## src/hw/rtl/modexp_mulmod.sv

```systemverilog
`timescale 1ns / 1ps
module modexp_mulmod #(
  parameter int WIDTH    = 16,
  parameter int SB_WIDTH = 32
) (
  input  logic                clk,
  input  logic                rst_n,
  input  logic                en,
  input  logic                in_vld,
  input  logic [WIDTH-1:0]    in_a,
  input  logic [WIDTH-1:0]    in_b,
  input  logic [WIDTH-1:0]    in_n,
  input  logic [SB_WIDTH-1:0] in_sb,
  output logic                out_vld,
  output logic [WIDTH-1:0]    out_p,
  output logic [WIDTH-1:0]    out_n,
  output logic [SB_WIDTH-1:0] out_sb
);

  // a*b mod n, one multiplier bit per stage, msb first; n == 0 wraps
  function automatic logic [WIDTH-1:0] add_mod(
    input logic [WIDTH-1:0] x,
    input logic [WIDTH-1:0] y,
    input logic [WIDTH-1:0] n
  );
    logic [WIDTH:0] s;
    logic [WIDTH:0] d;
    s = {1'b0, x} + {1'b0, y};
    d = s - {1'b0, n};
    if ((n != '0) && (s >= {1'b0, n})) begin
      add_mod = d[WIDTH-1:0];
    end else begin
      add_mod = s[WIDTH-1:0];
    end
  endfunction

  logic                v_r  [0:WIDTH-1];
  logic [WIDTH-1:0]    p_r  [0:WIDTH-1];
  logic [WIDTH-1:0]    a_r  [0:WIDTH-1];
  logic [WIDTH-1:0]    b_r  [0:WIDTH-1];
  logic [WIDTH-1:0]    n_r  [0:WIDTH-1];
  logic [SB_WIDTH-1:0] sb_r [0:WIDTH-1];

  genvar k;
  generate
    for (k = 0; k < WIDTH; k++) begin : g_stage
      logic                v_prev;
      logic [WIDTH-1:0]    p_prev;
      logic [WIDTH-1:0]    a_prev;
      logic [WIDTH-1:0]    b_prev;
      logic [WIDTH-1:0]    n_prev;
      logic [SB_WIDTH-1:0] sb_prev;
      logic [WIDTH-1:0]    dbl;
      logic [WIDTH-1:0]    p_nxt;

      if (k == 0) begin : g_first
        assign v_prev  = in_vld;
        assign p_prev  = '0;
        assign a_prev  = in_a;
        assign b_prev  = in_b;
        assign n_prev  = in_n;
        assign sb_prev = in_sb;
      end else begin : g_next
        assign v_prev  = v_r[k-1];
        assign p_prev  = p_r[k-1];
        assign a_prev  = a_r[k-1];
        assign b_prev  = b_r[k-1];
        assign n_prev  = n_r[k-1];
        assign sb_prev = sb_r[k-1];
      end

      always_comb begin
        dbl   = add_mod(p_prev, p_prev, n_prev);
        p_nxt = b_prev[WIDTH-1-k] ? add_mod(dbl, a_prev, n_prev) : dbl;
      end

      always_ff @(posedge clk) begin
        if (!rst_n) begin
          v_r[k] <= 1'b0;
        end else if (en) begin
          v_r[k] <= v_prev;
        end
      end

      always_ff @(posedge clk) begin
        if (en) begin
          p_r[k]  <= p_nxt;
          a_r[k]  <= a_prev;
          b_r[k]  <= b_prev;
          n_r[k]  <= n_prev;
          sb_r[k] <= sb_prev;
        end
      end
    end
  endgenerate

  assign out_vld = v_r[WIDTH-1];
  assign out_p   = p_r[WIDTH-1];
  assign out_n   = n_r[WIDTH-1];
  assign out_sb  = sb_r[WIDTH-1];

endmodule

```

## config.mk

```make
export PLATFORM = sky130hd
export DESIGN_NAME = modexp_mulmod
export DESIGN_NICKNAME = d
export VERILOG_FILES = /design/src/hw/rtl/modexp_mulmod.sv
export SDC_FILE = /design/constraint.sdc
export NUM_CORES = 2
export LEC_CHECK = 0
export ABC_AREA = 1
export ABC_CLOCK_PERIOD_IN_PS = 7000
export BUFFER_PORTS_ARGS = -buffer_cell sky130_fd_sc_hd__buf_2
export CORE_MARGIN = 3
export CORE_UTILIZATION = 35
export CTS_BUF_LIST = sky130_fd_sc_hd__clkbuf_16
export DETAILED_ROUTE_END_ITERATION = 6
export SKIP_LAST_GASP = 1
export SLEW_MARGIN = 30
export SYNTH_ARGS = -nofsm -noshare
export SYNTH_HDL_FRONTEND = slang
export SYNTH_SLANG_ARGS = --single-unit
```

## constraint.sdc

```tcl
create_clock -name clk -period 7 [get_ports clk]
set_input_delay 1.4 -clock clk [delete_from_list [all_inputs] [get_ports clk]]
set_output_delay 1.4 -clock clk [all_outputs]
set_load 0.05 [all_outputs]
```

# [Yosys cells after proc, flatten, opt, wreduce, memory -nomap -nowiden]
# Memories as Yosys holds them, arrays and structs flattened.
# Index checks and enable logic that the tools add are counted.
[op_classes] muxes=69 bitwise_logic=16 add_sub_neg=63 magnitude_cmp=32 n_reduce_logical=48
[op_table] op="16-bit two-way mux" count=48
[op_table] op="16-bit by 16-bit adder with 17-bit output" count=31
[op_table] op="17-bit by 16-bit >= comparator with 1-bit output" count=31
[op_table] op="16-bit subtractor" count=31
[op_table] op="16-bit nonzero test" count=16
[op_table] op="1-bit logical AND" count=32
[op_table] op="1-bit two-way mux" count=21
[op_table] op="1-bit by 16-bit >= comparator with 1-bit output, first input constant" count=1
[op_table] op="1-bit bitwise OR" count=16
[op_table] op="1-bit by 16-bit subtractor with 16-bit output, first input constant" count=1
[totals] ramBits=1552 inputBits=84 register_bits=0 elab_cells=234 memories=6
[mem_list] name="sb_r" words=16 word_bits=32 read_ports=16 rd_ports_with_merged_regs=0 write_ports=16 line_no="42" rtl="logic [SB_WIDTH-1:0] sb_r [0:WIDTH-1];"
[mem_list] name="a_r" words=16 word_bits=16 read_ports=15 rd_ports_with_merged_regs=0 write_ports=16 line_no="39" rtl="logic [WIDTH-1:0] a_r [0:WIDTH-1];"
[mem_list] name="b_r" words=16 word_bits=16 read_ports=15 rd_ports_with_merged_regs=0 write_ports=16 line_no="40" rtl="logic [WIDTH-1:0] b_r [0:WIDTH-1];"
[mem_list] name="n_r" words=16 word_bits=16 read_ports=16 rd_ports_with_merged_regs=0 write_ports=16 line_no="41" rtl="logic [WIDTH-1:0] n_r [0:WIDTH-1];"
[mem_list] name="p_r" words=16 word_bits=16 read_ports=16 rd_ports_with_merged_regs=0 write_ports=16 line_no="38" rtl="logic [WIDTH-1:0] p_r [0:WIDTH-1];"
[mem_list] name="v_r" words=16 word_bits=1 read_ports=16 rd_ports_with_merged_regs=0 write_ports=16 line_no="37" rtl="logic v_r [0:WIDTH-1];"

# [Depth between registers and ports, before layout]
# An unclocked memory read counts as a cell.
[logic_depth] depth_word=10 mapped_depth=40

# [Worst setup path after synthesis]
# OpenSTA, ideal clock, no wires.
[synth_timing] kind="register -> register" startpoint="mem n_r[9][1], in the netlist n_r[1][17]" endpoint="mem p_r[10][5], in the netlist p_r[1][37] (data pin)" path_buffers=2 stages_incl_launch_ff=36 t_arrival_ps=4378 path_slack_ps=2369 setup_ps=254 cell_sequence="edfxtp_1 > inv_1 > ha_1 > ha_1 > nand4_1 > nor2_1 > nand2_1 > nand2_1 > a21oi_1 > nand2_4 > buf_4 > nand3b_1 > nand2_1 > fa_1 > inv_1 > nand3_1 > nand2_1 > a21oi_1 > o21ai_0 > nand2_1 > nand2_1 > inv_1 > ha_1 > nand2_1 > inv_1 > nand2_1 > nand2_1 > a21oi_1 > nand2_1 > nand2_1 > nand3_4 > nand2_4 > buf_6 > nand2_1 > nand3_1 > nand2_1"
[synth_lines] item="from (decl)" line_no="41"
[synth_lines] item="to (decl)" line_no="38"

==> summary.txt <==
Cells and area
  – Final instance area: 108000 sq um
  – Layout area overhead: 10.4%
  – Layout Nets: 13300
  – Most frequent cells in the layout: nand2_1, inv_1, edfxtp_1
  – Layout cell share with drive strength beyond 1: 5.05%
  – Commonest non-fill, non-tap cell in the layout: nand2_1

Placed design
  – DP Wirelength: 238 mm
  – Placed instance area: 103000 sq um
  – I/O Buffers: 148
  – GP Congestion: 0.987
  – Dpl ws: 0.753 ns

Floorplanning
  – Starting density of the core: 35.3%
  – Die area: 286000 sq um
  – I/O Pins: 149
  – Num rows: 193
  – Die H: 535 um
  – Die Width: 535 um
  – Core ar.: 277000 sq um

Clock tree
  – Hold Buf Count CTS: 0
  – CTS resizes: 0
  – CTS H-tree depth: 4
  – CTS root buf: clkbuf_16
  – Postcts setup bufs: 0
  – CTS tree: built
  – Reg clk slew, reported paths: 0.07 ns
  – Worst skew pair latency: 0.85 ns
  – # clock sinks: 1400
  – CTS buffer count: 166
  – Max clock buf depth: 4

Yosys
  – Syn Area/Cell: 8.00 sq um
  – Cell taking the most area after synthesis: edfxtp_1
  – Mapped Nets: 13100
  – Cells taking the most area after synthesis: edfxtp_1, nand2_1, ha_1
  – Yosys warns: 0
  – Post-synthesis register bit count: 1400
  – Yosys cell types: 48
  – Post-Syn Area: 97900 sq um
  – Post-Synthesis Cells: 12200
  – Post-synthesis sequential area ratio: 43.0%
  – Top-area cell type share of the netlist area: 42.9%

Drt
  – Total Routed Length: 295 mm
  – Drt drc: 0
  – Antenna-violating nets left: 0
  – Drt first-iter violations: 7501
  – Routed WL per cell: 18.1 um
  – Via Count: 79900
  – Drt pass-1 iters: 6
  – Vias/cell: 4.91

GRT
  – First-pass GRT wire length: 445 mm
  – Initial antenna violation count: 3
  – Pin count of the biggest net entering global routing: 152
  – GR Util All Layers: 20.0%
  – Total gr overflow: 0
  – Number of global-route vias before repair: 74800

Setup path
  – Critical Path AT: 7.03 ns
  – Critical path class: flip-flop to flip-flop
  – Critical Path Sink Type: flip-flop
  – Delay of the slowest critical-path stage: 0.65 ns
  – CP most frequent cell: nand2_1
  – Critical path's slowest cell: edfxtp_1
  – Crit-path max FO: 17
  – Worst Path Required: 7.69 ns
  – Setup crit start kind: flip-flop

Timing
  – Final Max Tran Viols: 0
  – Setup ws final: 0.659 ns
  – Tmin final: 6.34 ns
  – Setup TNS: 0 ns
  – Measured slew at the worst slew-check pin: 0.926 ns
  – RSZ-0062 raised after global routing: no
  – Endpoints failing setup: 0
  – Fmax: 158 MHz
  – Period utilisation layout: 90.6%
  – Endpoints failing hold: 0
  – Final Skew: 0.0597 ns
  – Slew HR: 38.3%

Worst hold path
  – Worst Hold Class: flip-flop to flip-flop

Run status
  – Outcome: finished, final reports clean

Run
  – Max Cap Viol: 0
==> cell families after synthesis <==
family / synth area share, %
buffers and inverters: 9.14
AOI/OAI and AO/OA: 4.26
adders and majority gates: 10.5
xor gates and xnor gates: 3.11
DFF: 43.0
and+or+nand+nor: 30.0
==> per-layer routing <==
metal | track usage [%] | wire (um) | up-vias
met5 | 0 | 11 | -
met4 | 6.03 | 9580 | 2
met3 | 2.72 | 18400 | 474
met2 | 32.4 | 133000 | 2458
met1 | 27.7 | 133000 | 36700
li1 | - | - | 40300
==> Yosys cell counts, drive strengths merged <==
master,count
and2,234
o21bai,61
nand2,3898
xor2,145
nand4,127
a31oi,7
ha,751
clkbuf,65
nand3,1365
a21boi,3
inv,2128
a21oi,530
nor3b,5
nor2,627
o21a,5
buf,94
edfxtp,1399
or2,17
dfxtp,1
o21ai,132
fa,46
xnor2,202
nor3,121
nand3b,166
o211ai,11
a21o,24
and3,6
nor4,67
==> state kept, by name, summed over array words and instances (netlist names) <==
register and count:
p_r 256, sb_r 512, n_r 256, a_r 240, v_r 16, b_r 120
==> worst max-delay path, delay by kind of cell (launching register included) <==
kind	cells	cell delay, ns
and+or+nand+nor	25	3.62
buffers and inverters	4	0.40
DFF	1	0.65
xor gates and xnor gates	1	0.20
adders and majority gates	4	1.37
==> layout make-up <==
class | instances | area (sq um)
Antenna cell | 3 | 7.51
Clock buffer | 167 | 4180
Clock inverter | 127 | 1110
Fill cell | 28500 | 169000
Inverter | 2128 | 7990
Multi-Input combinational cell | 8550 | 46900
Sequential cell | 1400 | 42000
Tap cell | 3705 | 4640
Timing Repair Buffer | 194 | 1230
==> final timing paths <==
check	slack, ns	end	from	depth (start not counted)
max	0.66	p_r[1][63]	n_r[1][41]	34
min	0.37	b_r[1][20]	b_r[1][4]	0
max reg2reg	0.66	p_r[1][63]	n_r[1][41]	34
min reg2reg	0.37	b_r[1][20]	b_r[1][4]	0
==> through the flow <==
| stage | utilization [%] | hold WS (ns) | instances |
|---|---|---|---|
| 2_1_floorplan | - | 0.400 | 12200 |
| 3_3_place_gp | 37.1 | 0.400 | 16000 |
| 3_5_place_dp | 37.1 | 0.405 | 16000 |
| 4_1_cts | 39.0 | 0.390 | 16300 |
| 5_1_grt | 39.0 | 0.405 | 16300 |
| 6_report | 39.0 | 0.369 | 16300 |
Power is not shown: default switching activity piles up to over one toggle a cycle in this logic, so the estimate is an artifact.
